**config.mk**
```make
export PLATFORM = sky130hd
export DESIGN_NAME = expression_lexer_flat
export DESIGN_NICKNAME = d
export VERILOG_FILES = /design/src/design/el_pkg.sv /design/src/design/el_in_if.sv /design/src/design/el_out_if.sv /design/src/design/expression_lexer.sv /design/src/flat_wrapper.sv
export VERILOG_INCLUDE_DIRS = /design/src /design/src/design
export SDC_FILE = /design/constraint.sdc
export NUM_CORES = 1
export LEC_CHECK = 0
export BUFFER_PORTS_ARGS = -buffer_cell sky130_fd_sc_hd__buf_2
export CORE_UTILIZATION = 60
export CTS_BUF_LIST = sky130_fd_sc_hd__clkbuf_2 sky130_fd_sc_hd__clkbuf_4 sky130_fd_sc_hd__clkbuf_8
export DETAILED_ROUTE_END_ITERATION = 8
export GPL_TIMING_DRIVEN = 0
export PLACE_DENSITY = 0.89
export SYNTH_ARGS = -nofsm -noshare
export SYNTH_HDL_FRONTEND = slang
export SYNTH_SLANG_ARGS = --single-unit
```
**constraint.sdc**
```tcl
create_clock -name clk -period 8.95 [get_ports clk]
set_input_delay 1.3425 -clock clk [delete_from_list [all_inputs] [get_ports clk]]
set_output_delay 1.3425 -clock clk [all_outputs]
set_load 0.005 [all_outputs]
```
**src/design/expression_lexer_macros.svh**
```systemverilog
// ----------------------------------------------------------------------------
// Assertion macros for the expression lexer
// Shared concurrent check forms; clk and rst_n are taken from the using scope.
// ----------------------------------------------------------------------------
`ifndef EXPRESSION_LEXER_MACROS_SVH
`define EXPRESSION_LEXER_MACROS_SVH

// Same-cycle implication, held off during reset.
`define EL_ASSERT_IMP(name, pre, post) \
  name: assert property (@(posedge clk) disable iff (!rst_n) (pre) |-> (post)) \
    else $error("expression_lexer: same-cycle check failed");

// Next-cycle implication, held off during reset.
`define EL_ASSERT_NEXT(name, pre, post) \
  name: assert property (@(posedge clk) disable iff (!rst_n) (pre) |=> (post)) \
    else $error("expression_lexer: next-cycle check failed");

`endif

```
**src/design/el_pkg.sv**
```systemverilog
`timescale 1ns / 1ps
// ----------------------------------------------------------------------------
// el_pkg
// Field widths, token kind codes and defaults for the expression lexer.
// ----------------------------------------------------------------------------
package el_pkg;

  localparam int CHAR_W            = 8;
  localparam int KIND_W            = 4;
  localparam int FIELD_W           = 16;  // width of token_start / token_length
  localparam int OFFSET_WIDTH_DEF  = 16;

  // token kinds
  localparam logic [KIND_W-1:0] TK_SEMI   = 4'd0;
  localparam logic [KIND_W-1:0] TK_NUM    = 4'd1;
  localparam logic [KIND_W-1:0] TK_STR    = 4'd2;
  localparam logic [KIND_W-1:0] TK_LBRACE = 4'd3;
  localparam logic [KIND_W-1:0] TK_RBRACE = 4'd4;
  localparam logic [KIND_W-1:0] TK_ADD    = 4'd5;
  localparam logic [KIND_W-1:0] TK_MUL    = 4'd6;
  localparam logic [KIND_W-1:0] TK_LPAREN = 4'd7;
  localparam logic [KIND_W-1:0] TK_RPAREN = 4'd8;
  localparam logic [KIND_W-1:0] TK_ERR    = 4'd9;
  localparam logic [KIND_W-1:0] TK_END    = 4'd10;

endpackage

```
**src/design/el_in_if.sv**
```systemverilog
`timescale 1ns / 1ps
// ----------------------------------------------------------------------------
// el_in_if
// Source byte channel: valid/ready handshake carrying one byte per request.
// ----------------------------------------------------------------------------
interface el_in_if;
  import el_pkg::*;

  logic              valid;
  logic              ready;
  logic [CHAR_W-1:0] char_code;
  logic              final_char;

  modport source (output valid, char_code, final_char, input ready);
  modport sink   (input valid, char_code, final_char, output ready);
endinterface

```
**src/design/el_out_if.sv**
```systemverilog
`timescale 1ns / 1ps
// ----------------------------------------------------------------------------
// el_out_if
// Token channel: valid/ready handshake carrying one token per request.
// ----------------------------------------------------------------------------
interface el_out_if;
  import el_pkg::*;

  logic               valid;
  logic               ready;
  logic [KIND_W-1:0]  token_kind;
  logic [FIELD_W-1:0] token_start;
  logic [FIELD_W-1:0] token_length;
  logic               run_last;

  modport source (output valid, token_kind, token_start, token_length, run_last,
                  input ready);
  modport sink   (input valid, token_kind, token_start, token_length, run_last,
                  output ready);
endinterface

```
**src/design/expression_lexer.sv**
```systemverilog
`timescale 1ns / 1ps
// ----------------------------------------------------------------------------
// expression_lexer
// Streaming tokenizer: source bytes in, (kind, start, length) tokens out.
// ----------------------------------------------------------------------------
// The lexer takes one source byte per request on in_chan and returns tokens on
// out_chan, each tagged run_last on the final token caused by that byte. A
// byte first lands in an input register; once the result register is free, a
// small decoder runs the scan mode update and writes every token that byte
// causes (up to three) into the result register, from which they leave one
// per cycle while out_chan is ready, and so the lexer runs at one byte per
// cycle for bytes that yield zero or one token; a byte that yields k tokens
// holds the result register until all k have left. The first token of a byte
// is valid on out_chan once the byte moves from the input register into the
// result register. The input register can take one more byte while results
// still wait downstream. Offsets and lengths are OFFSET_WIDTH bits inside and
// saturate at all ones; the ports show their low 16 bits. After an error token
// or the end token the lexer swallows every byte without result until reset.
// ----------------------------------------------------------------------------
module expression_lexer #(
  parameter int OFFSET_WIDTH = el_pkg::OFFSET_WIDTH_DEF
) (
  input  logic      clk,
  input  logic      rst_n,
  el_in_if.sink     in_chan,
  el_out_if.source  out_chan
);
  import el_pkg::*;

  `include "expression_lexer_macros.svh"

  localparam int OW = OFFSET_WIDTH;
  localparam logic [OW-1:0] OFF_MAX = {OW{1'b1}};
  localparam logic [OW-1:0] OFF_ONE = OW'(1);

  // character codes
  localparam logic [CHAR_W-1:0] CH_SEMI   = 8'h3B;
  localparam logic [CHAR_W-1:0] CH_DQUOTE = 8'h22;
  localparam logic [CHAR_W-1:0] CH_SQUOTE = 8'h27;
  localparam logic [CHAR_W-1:0] CH_SLASH  = 8'h2F;
  localparam logic [CHAR_W-1:0] CH_STAR   = 8'h2A;
  localparam logic [CHAR_W-1:0] CH_PLUS   = 8'h2B;
  localparam logic [CHAR_W-1:0] CH_MINUS  = 8'h2D;
  localparam logic [CHAR_W-1:0] CH_LBRACE = 8'h7B;
  localparam logic [CHAR_W-1:0] CH_RBRACE = 8'h7D;
  localparam logic [CHAR_W-1:0] CH_LPAREN = 8'h28;
  localparam logic [CHAR_W-1:0] CH_RPAREN = 8'h29;
  localparam logic [CHAR_W-1:0] CH_LF     = 8'h0A;
  localparam logic [CHAR_W-1:0] CH_CR     = 8'h0D;
  localparam logic [CHAR_W-1:0] CH_TAB    = 8'h09;
  localparam logic [CHAR_W-1:0] CH_SPACE  = 8'h20;
  localparam logic [CHAR_W-1:0] CH_ZERO   = 8'h30;
  localparam logic [CHAR_W-1:0] CH_NINE   = 8'h39;

  localparam int NCAND = 4;  // flush, single-byte token, final flush, end
  localparam int NSLOT = 3;

  typedef enum logic [3:0] {
    M_IDLE, M_NUM, M_DQ, M_SQ, M_SLASH, M_LINE, M_BLOCK, M_BSTAR, M_HALT
  } mode_t;

  function automatic logic [OW-1:0] sat_inc(input logic [OW-1:0] v);
    return (v == OFF_MAX) ? v : v + OFF_ONE;
  endfunction

  // input register
  logic              inv_r;
  logic [CHAR_W-1:0] ch_r;
  logic              fin_r;

  // scan state
  mode_t         mode_r, mode_nxt;
  logic [OW-1:0] pos_r, pos_nxt;
  logic [OW-1:0] pst_r, pst_nxt;
  logic [OW-1:0] plen_r, plen_nxt;

  // result register: up to three tokens, drained by idx_r
  logic [KIND_W-1:0] bk_r [NSLOT];
  logic [OW-1:0]     bs_r [NSLOT];
  logic [OW-1:0]     bl_r [NSLOT];
  logic [1:0]        cnt_r;
  logic [1:0]        idx_r;

  // candidate tokens in emit order
  logic              cand_en [NCAND];
  logic [KIND_W-1:0] cand_k  [NCAND];
  logic [OW-1:0]     cand_s  [NCAND];
  logic [OW-1:0]     cand_l  [NCAND];

  logic [KIND_W-1:0] slot_k [NSLOT];
  logic [OW-1:0]     slot_s [NSLOT];
  logic [OW-1:0]     slot_l [NSLOT];
  logic [1:0]        res_n;

  logic out_fire, out_last, batch_free, adv, in_fire;
  logic is_dig, is_space, do_idle;
  logic [OW-1:0] plen_inc;

  // ------------------------------------------------------------------------
  // handshake
  // ------------------------------------------------------------------------
  assign out_fire   = out_chan.valid && out_chan.ready;
  assign out_last   = (idx_r == cnt_r - 2'd1);
  assign batch_free = (cnt_r == 2'd0) || (out_fire && out_last);
  assign adv        = inv_r && batch_free;       // byte moves into decode
  assign in_chan.ready = !inv_r || adv;
  assign in_fire    = in_chan.valid && in_chan.ready;

  assign out_chan.valid        = (cnt_r != 2'd0);
  assign out_chan.token_kind   = bk_r[idx_r];
  assign out_chan.token_start  = FIELD_W'(bs_r[idx_r]);
  assign out_chan.token_length = FIELD_W'(bl_r[idx_r]);
  assign out_chan.run_last     = out_last;

  // ------------------------------------------------------------------------
  // byte decode and mode update
  // ------------------------------------------------------------------------
  assign is_dig   = (ch_r >= CH_ZERO) && (ch_r <= CH_NINE);
  assign is_space = (ch_r == CH_SPACE) || ((ch_r >= CH_TAB) && (ch_r <= CH_CR));
  assign plen_inc = sat_inc(plen_r);

  always_comb begin
    mode_t  mode_m;
    logic   fin_err;
    mode_m   = mode_r;
    pst_nxt  = pst_r;
    plen_nxt = plen_r;
    pos_nxt  = pos_r;
    do_idle  = 1'b0;
    fin_err  = 1'b0;
    for (int i = 0; i < NCAND; i++) begin
      cand_en[i] = 1'b0;
      cand_k[i]  = TK_SEMI;
      cand_s[i]  = pos_r;
      cand_l[i]  = OFF_ONE;
    end

    case (mode_r)
      M_HALT: begin
      end
      M_NUM: begin
        if (is_dig) begin
          plen_nxt = plen_inc;
        end else begin
          cand_en[0] = 1'b1; cand_k[0] = TK_NUM;
          cand_s[0]  = pst_r; cand_l[0] = plen_r;
          do_idle    = 1'b1;
        end
      end
      M_DQ, M_SQ: begin
        plen_nxt = plen_inc;
        if (ch_r == ((mode_r == M_DQ) ? CH_DQUOTE : CH_SQUOTE)) begin
          cand_en[0] = 1'b1; cand_k[0] = TK_STR;
          cand_s[0]  = pst_r; cand_l[0] = plen_inc;
          mode_m     = M_IDLE;
        end
      end
      M_SLASH: begin
        if (ch_r == CH_SLASH) begin
          mode_m = M_LINE;
        end else if (ch_r == CH_STAR) begin
          plen_nxt = plen_inc;
          mode_m   = M_BLOCK;
        end else begin
          cand_en[0] = 1'b1; cand_k[0] = TK_MUL;
          cand_s[0]  = pst_r; cand_l[0] = OFF_ONE;
          do_idle    = 1'b1;
        end
      end
      M_LINE: begin
        if (ch_r == CH_LF || ch_r == CH_CR) mode_m = M_IDLE;
      end
      M_BLOCK, M_BSTAR: begin
        plen_nxt = plen_inc;
        if (ch_r == CH_STAR)                           mode_m = M_BSTAR;
        else if (mode_r == M_BSTAR && ch_r == CH_SLASH) mode_m = M_IDLE;
        else                                           mode_m = M_BLOCK;
      end
      default: begin
        do_idle = 1'b1;
      end
    endcase

    // between tokens: single-byte tokens, or open a pending token
    if (do_idle) begin
      mode_m = M_IDLE;
      if (ch_r == CH_SEMI) begin
        cand_en[1] = 1'b1; cand_k[1] = TK_SEMI;
      end else if (is_space) begin
      end else if (is_dig || ch_r == CH_DQUOTE || ch_r == CH_SQUOTE
                   || ch_r == CH_SLASH) begin
        pst_nxt  = pos_r;
        plen_nxt = OFF_ONE;
        if (is_dig)                  mode_m = M_NUM;
        else if (ch_r == CH_DQUOTE)  mode_m = M_DQ;
        else if (ch_r == CH_SQUOTE)  mode_m = M_SQ;
        else                         mode_m = M_SLASH;
      end else if (ch_r == CH_LBRACE) begin
        cand_en[1] = 1'b1; cand_k[1] = TK_LBRACE;
      end else if (ch_r == CH_RBRACE) begin
        cand_en[1] = 1'b1; cand_k[1] = TK_RBRACE;
      end else if (ch_r == CH_PLUS || ch_r == CH_MINUS) begin
        cand_en[1] = 1'b1; cand_k[1] = TK_ADD;
      end else if (ch_r == CH_STAR) begin
        cand_en[1] = 1'b1; cand_k[1] = TK_MUL;
      end else if (ch_r == CH_LPAREN) begin
        cand_en[1] = 1'b1; cand_k[1] = TK_LPAREN;
      end else if (ch_r == CH_RPAREN) begin
        cand_en[1] = 1'b1; cand_k[1] = TK_RPAREN;
      end else begin
        cand_en[1] = 1'b1; cand_k[1] = TK_ERR;
        mode_m     = M_HALT;
      end
    end

    if (mode_r != M_HALT) pos_nxt = sat_inc(pos_r);
    mode_nxt = mode_m;

    // last byte: flush what is pending, then the end token unless the flush is an error
    if (fin_r && mode_m != M_HALT) begin
      cand_s[2] = pst_nxt;
      cand_l[2] = plen_nxt;
      case (mode_m)
        M_NUM: begin
          cand_en[2] = 1'b1; cand_k[2] = TK_NUM;
        end
        M_SLASH: begin
          cand_en[2] = 1'b1; cand_k[2] = TK_MUL; cand_l[2] = OFF_ONE;
        end
        M_DQ, M_SQ, M_BLOCK, M_BSTAR: begin
          cand_en[2] = 1'b1; cand_k[2] = TK_ERR;   // unterminated
          fin_err    = 1'b1;
        end
        default: begin
        end
      endcase
      if (!fin_err) begin
        cand_en[3] = 1'b1; cand_k[3] = TK_END;
        cand_s[3]  = pos_nxt; cand_l[3] = '0;
      end
      mode_nxt = M_HALT;
    end
  end

  // pack enabled candidates into result slots, in order
  always_comb begin
    logic [1:0] n;
    n = 2'd0;
    for (int j = 0; j < NSLOT; j++) begin
      slot_k[j] = TK_SEMI;
      slot_s[j] = '0;
      slot_l[j] = '0;
    end
    for (int i = 0; i < NCAND; i++) begin
      if (cand_en[i] && n != 2'd3) begin
        slot_k[n] = cand_k[i];
        slot_s[n] = cand_s[i];
        slot_l[n] = cand_l[i];
        n = n + 2'd1;
      end
    end
    res_n = n;
  end

  // ------------------------------------------------------------------------
  // registers
  // ------------------------------------------------------------------------
  always_ff @(posedge clk) begin
    if (!rst_n) begin
      inv_r  <= 1'b0;
      mode_r <= M_IDLE;
      pos_r  <= '0;
      pst_r  <= '0;
      plen_r <= '0;
      cnt_r  <= 2'd0;
      idx_r  <= 2'd0;
    end else begin
      if (in_fire) begin
        inv_r <= 1'b1;
        ch_r  <= in_chan.char_code;
        fin_r <= in_chan.final_char;
      end else if (adv) begin
        inv_r <= 1'b0;
      end

      if (adv) begin
        mode_r <= mode_nxt;
        pos_r  <= pos_nxt;
        pst_r  <= pst_nxt;
        plen_r <= plen_nxt;
        cnt_r  <= res_n;
        idx_r  <= 2'd0;
        for (int j = 0; j < NSLOT; j++) begin
          bk_r[j] <= slot_k[j];
          bs_r[j] <= slot_s[j];
          bl_r[j] <= slot_l[j];
        end
      end else if (out_fire) begin
        if (out_last) begin
          cnt_r <= 2'd0;
          idx_r <= 2'd0;
        end else begin
          idx_r <= idx_r + 2'd1;
        end
      end
    end
  end

  // ------------------------------------------------------------------------
  // checks
  // ------------------------------------------------------------------------
  `EL_ASSERT_IMP(a_idx_in_batch, out_chan.valid, idx_r < cnt_r)
  `EL_ASSERT_IMP(a_halt_silent, adv && mode_r == M_HALT, res_n == 2'd0)
  `EL_ASSERT_NEXT(a_final_halts, adv && fin_r, mode_r == M_HALT)
  `EL_ASSERT_IMP(a_no_adv_while_busy, adv, cnt_r == 2'd0 || (out_fire && out_last))

endmodule

```
**src/flat_wrapper.sv**
```systemverilog
// flat-port wrapper written by rule: the top's interface ports become plain ports
module expression_lexer_flat import el_pkg::*;
#(
  parameter int OFFSET_WIDTH = el_pkg::OFFSET_WIDTH_DEF
)
  (clk, rst_n, in_chan_valid, in_chan_char_code, in_chan_final_char, in_chan_ready, out_chan_valid, out_chan_token_kind, out_chan_token_start, out_chan_token_length, out_chan_run_last, out_chan_ready);
  el_in_if in_chan_i ();
  el_out_if out_chan_i ();
  input  logic clk;
  input  logic rst_n;
  input wire logic [$bits(in_chan_i.valid)-1:0] in_chan_valid;
  input wire logic [$bits(in_chan_i.char_code)-1:0] in_chan_char_code;
  input wire logic [$bits(in_chan_i.final_char)-1:0] in_chan_final_char;
  output wire logic [$bits(in_chan_i.ready)-1:0] in_chan_ready;
  output wire logic [$bits(out_chan_i.valid)-1:0] out_chan_valid;
  output wire logic [$bits(out_chan_i.token_kind)-1:0] out_chan_token_kind;
  output wire logic [$bits(out_chan_i.token_start)-1:0] out_chan_token_start;
  output wire logic [$bits(out_chan_i.token_length)-1:0] out_chan_token_length;
  output wire logic [$bits(out_chan_i.run_last)-1:0] out_chan_run_last;
  input wire logic [$bits(out_chan_i.ready)-1:0] out_chan_ready;
  assign in_chan_i.valid = in_chan_valid;
  assign in_chan_i.char_code = in_chan_char_code;
  assign in_chan_i.final_char = in_chan_final_char;
  assign in_chan_ready = in_chan_i.ready;
  assign out_chan_valid = out_chan_i.valid;
  assign out_chan_token_kind = out_chan_i.token_kind;
  assign out_chan_token_start = out_chan_i.token_start;
  assign out_chan_token_length = out_chan_i.token_length;
  assign out_chan_run_last = out_chan_i.run_last;
  assign out_chan_i.ready = out_chan_ready;
  expression_lexer #(.OFFSET_WIDTH(OFFSET_WIDTH)) u_core (.clk(clk), .rst_n(rst_n), .in_chan(in_chan_i), .out_chan(out_chan_i));
endmodule
```
* Word level (Yosys, flattened, before mapping)
Memory sizes are Yosys's and may differ from the RTL's. A register that Yosys moved wholly into a read port is not among the register bits.
Cells that the tools add are included.
** Word-level totals
- Output and inout port bits :: 39
- Register bits :: 66
- Memory bits (read-only) :: 0
- Word-level logic and storage cells :: 244
- Memories kept :: 3
- Bits in latches :: 0
- RAM bits :: 108
- Input bits :: 13
** Cells by class
- Multiply operators :: 0
- Reductions and logical operators :: 37
- Multiplexer cells :: 134
- Order comparisons :: 10
- Bitwise gates (word level) :: 7
- Divide/modulo/power cells :: 0
- Shift operators :: 0
- Add/sub/neg operators :: 7
- Equal/unequal tests :: 37
** Memory list
- u_core.bl_r :: words 3, width 16, read ports 1, clocked after memory_dff 1, write ports 3, line expression_lexer.sv:80 : logic [OW-1:0] bl_r [NSLOT];
- u_core.bs_r :: words 3, width 16, read ports 1, clocked after memory_dff 1, write ports 3, line expression_lexer.sv:79 : logic [OW-1:0] bs_r [NSLOT];
- u_core.bk_r :: words 3, width 4, read ports 1, clocked after memory_dff 1, write ports 3, line expression_lexer.sv:78 : logic [KIND_W-1:0] bk_r [NSLOT];
** Operator list (count)
- $mux W16 :: 27
- $mux W48 :: 6
- $bwmux W48 :: 5
- $mux W4 :: 33
- $demux W16 S2 :: 3
- $pmux W16 S3 :: 2
- $eq A8 B6 Y1 const B :: 10
- $mux W32 :: 2
- $and A45 B45 Y45 :: 1
- $not A45 Y45 :: 1
- $bwmux W12 :: 3
- $mux W12 :: 3
- $add A16 B1 Y16 const B :: 2
- $eq A16 B16 Y1 const B :: 2
- $pmux W16 S2 :: 1
- $mux W2 :: 15
- $eq A4 B3 Y1 const B :: 7
- $demux W4 S2 :: 3
- $pmux W4 S3 :: 2
- $mux W1 :: 21
- $eq A4 B2 Y1 const B :: 4
- $eq A8 B4 Y1 const B :: 2
- $eq A8 B7 Y1 const B :: 2
- $pmux W4 S4 :: 1
- 32 further kinds :: 74

* Longest topological paths before layout
- Depth after elaboration :: 26
- Depth in mapped cells :: 21
- Mapped depth without buffers :: 15

* Worst setup path after synthesis
OpenSTA, ideal clock, no wires.
- Path type :: input-to-reg
- From :: input port out_chan_ready
- To :: memory u_core.bk_r[0][0] (enable)
- Path slack :: 1.849 ns
- Required time :: 8.374 ns
- Data arrival time :: 6.524 ns
- Cell stages on the path :: 5
- Setup time :: 0.576 ns
- Path buffers :: 2
- Cells stage by stage :: nand2_1 > a21bo_2 > clkbuf_1 > clkbuf_1 > nor2_1
** RTL lines
- start: declaration :: line flat_wrapper.sv:20 : input wire logic [$bits(out_chan_i.ready)-1:0] out_chan_ready;
- end: declaration :: line expression_lexer.sv:78

==> metrics.txt <==
Non-Filler Instances=1445; Synth Flop Type=edfxtp_1; GRT Total Usage=around 33%; CP max FO=10; most frequent cells in the layout=133 x nand2_1, 118 x nor2_1, 117 x edfxtp_1; Hold Path Depth=2; slew margin rel.=between 30 and 40%; cells on worst reg2reg path=20; HPWL Detailed=about 21000 um; Worst Hold End=u_core.pst_r[3]; total CTS buffers=17; post-CTS setup buffer count=0; Layout area overhead=9.59%; Mean Syn Cell Area=9.10 um^2; FMAX=~0.19 GHz; RR Startpoint=u_core.ch_r[2]; yosys synthesis warning count=0; chip width=~130 um; Hold Path Origin=u_core.pst_r[3]; critical path, cell by cell=clkbuf_1, buf_1, nor3_1, o211ai_1, or4_1, clkbuf_1, nand3_1, inv_1, ha_1, clkbuf_1, nand2b_1, nor2_1, a21o_1, inv_1, ha_1, nand4_1, nor2b_1, buf_2, clkbuf_1, a21oi_1; initial antenna violation count=0; Die ar.=~18000 um^2; RSZ-0062 raised after global routing=no; GR Overflow Total=0; Core ar.=about 17000 um^2; # fillers=1323; Clock transition at path regs=0.10 ns; Row Count=47; fin. max-slew vios=0; cell at the root of the clock tree=clkbuf_8; # DRC=0; clock sinks=between 150 and 200; Worst Setup SP=u_core.ch_r[2]; status=completed; Iter 0 DRT Violations=approximately 1300; fin crit period=5.39 ns; DIE HEIGHT=about 130 um; Synth cell types=81; drt via density=6.56; H-tree levels=4; RePlAce Congestion=just under 1; most used cell, CP=clkbuf_1; vias in the first global route=between 8000 and 9000; CP required=9.15 ns; total I/O pin count=52; first-pass GRT wire length=between 40000 and 50000 um; synthesized cell area=10400 um^2; fin nets=1235; max_cap viols=0; TritonRoute pass-1 iters=6; max incr delay on CP=~0.46 ns; PostCTS Resize Cnt=0; ys async rst share=0%; Worst EP arrival=~5.6 ns; number of diodes=0; number of cells produced by synthesis=between 1000 and 1500; Worst IR Drop VDD=a little over 0.00009 V; initial core utilization=62.0%; kind of end point of the critical path=flop; Leak Pwr=between 0.003 and 0.004 uW; Final Cycle Share=~60%; Min-Delay Path Class=flop to flop; number of flops mapped to enable cells by yosys=about 120; Final Hold Fails=0; antenna-violating nets left=0; Clock Skew=roughly 0.014 ns; Slowest-stage cell, CP=clkbuf_1; Seq/Total Area, Yosys=a little under half; Clock Tree Buf Depth=2; reg-to-reg slack, setup=3.56 ns; worst-margin pin slew=slightly above 1 ns; worst skew pair latency=between 0.4 and 0.5 ns; worst reg2reg endpoint=u_core.bs_r[1][11]; post-synth net total=between 1000 and 1500; pin count of the biggest net entering global routing=36; layout cell share with drive strength beyond 1=11.0%; PD cells=approximately 150 nW/um^2; CTS tree=done; flops & latches, synth=about 180; post-DR wirelength/cell=~20 um; Setup crit start kind=flop; CP Class=flop to flop; Setup-failing EPs final=0; CTS Hold Buffers Added=0; most common cell after layout, fill and taps aside=nand2_1; Vias=between 9000 and 10000; post-route setup TNS=0 ns; Post-Route WL=29200 um; port bufs=51; Placed Cells=~1400
where the power goes:
group          switching, uW  leakage (uW)  internal [uW]
Combinational            161       0.00181           83.4
Sequential              12.9       0.00156            892
Clock                    333      0.000182            206
Total                    507       0.00356           1180
cell usage after synthesis, types with 12 or more instances:
| library cell | n | area [um^2] |
|---|---|---|
| inv_1 | 18 | 67.6 |
| o22ai_1 | 16 | 100 |
| a221oi_1 | 19 | 166 |
| nand3_1 | 57 | 285 |
| or3_1 | 12 | 75.1 |
| nor4_1 | 12 | 75.1 |
| nor3_1 | 26 | 130 |
| xnor2_1 | 15 | 131 |
| a221o_1 | 17 | 170 |
| edfxtp_1 | 117 | 3510 |
| nand4_1 | 15 | 93.8 |
| a21oi_1 | 84 | 420 |
| nand2_1 | 133 | 499 |
| a211oi_1 | 26 | 195 |
| o21ai_0 | 77 | 385 |
| xor2_1 | 16 | 140 |
| mux2i_1 | 60 | 601 |
| dfxtp_1 | 59 | 1180 |
| clkbuf_1 | 70 | 263 |
| nor2_1 | 119 | 447 |
sequential cells by signal, summed over array words and instances (netlist names), named ones only:
register and count:
u_core.ch_r 8, u_core.bs_r 48, u_core.cnt_r 2, u_core.bk_r 12, u_core.idx_r 2, u_core.pst_r 16
u_core.plen_r 16, u_core.fin_r 1, u_core.inv_r 1, u_core.bl_r 48, u_core.pos_r 16, u_core.mode_r 4
cell type report:
cell class / instances / area [um^2] / area share, %
Clock buffer: 17 / 234 / 2.06
Sequential cell: 176 / 4690 / 41.4
Buffer: 95 / 412 / 3.63
Inverter: 19 / 71.3 / 0.628
Tap cell: 220 / 275 / 2.42
Multi-Input combinational cell: 848 / 5190 / 45.8
Clock inverter: 15 / 143 / 1.26
Timing Repair Buffer: 55 / 328 / 2.89
routing by layer:
| layer | part of all wire [%] | wire, um | GRT usage, % | vias up |
|---|---|---|---|---|
| li1 | - | - | - | 4375 |
| met1 | 42 | 12200 | 47.9 | 4375 |
| met2 | 44 | 13000 | 50.5 | 641 |
| met3 | 11 | 3210 | 7.04 | 89 |
| met4 | 2.6 | 767 | 11.3 | 0 |
| met5 | 0 | 0 | 0 | - |
how the worst max path moves through the flow:
stage / to / slack, ns / depth (start not counted)
after global placement: u_core.bs_r[0][9] / 0.18 / 6
after global routing: u_core.bl_r[1][10] / 3.36 / 19
after floorplan: u_core.bk_r[0][0] / 1.85 / 5
after CTS: u_core.bs_r[0][14] / 3.84 / 18
final: u_core.bs_r[1][11] / 3.56 / 20
after detailed placement: u_core.bs_r[0][14] / 3.87 / 18
metrics by stage:
stage	util, %	setup WS, ns	instance area [um^2]	hold WS (ns)	power [uW]
after floorplan	-	1.85	10400	0.449	1080
after detailed placement	65.7	3.87	11000	0.484	1160
after global placement	65.2	0.175	10900	0.473	1150
after global routing	68.0	3.36	11400	0.526	1740
after CTS	67.9	3.84	11300	0.498	1680
final	68.0	3.56	11400	0.501	1690
cells by family (layout without fill, tap and decap cells):
logic type / after synthesis / in the layout / synth area share, %
simple gates: 437 / 437 / 20.2
flops: 176 / 176 / 45.3
buf+inv: 114 / 201 / 4.66
mux: 62 / 62 / 6.02
compound gates: 308 / 308 / 20.0
fa+ha+maj: 10 / 10 / 1.21
xor+xnor: 31 / 31 / 2.62
critical path, delay by kind of cell (launching register included):
family	cells	cell delay, ns
buffers and inverters	8	2.37
adders and majority gates	2	0.41
AOI/OAI and AO/OA	3	0.80
and+or+nand+nor	7	1.17
DFF	1	0.33
Power figures use the tool's default switching activity.
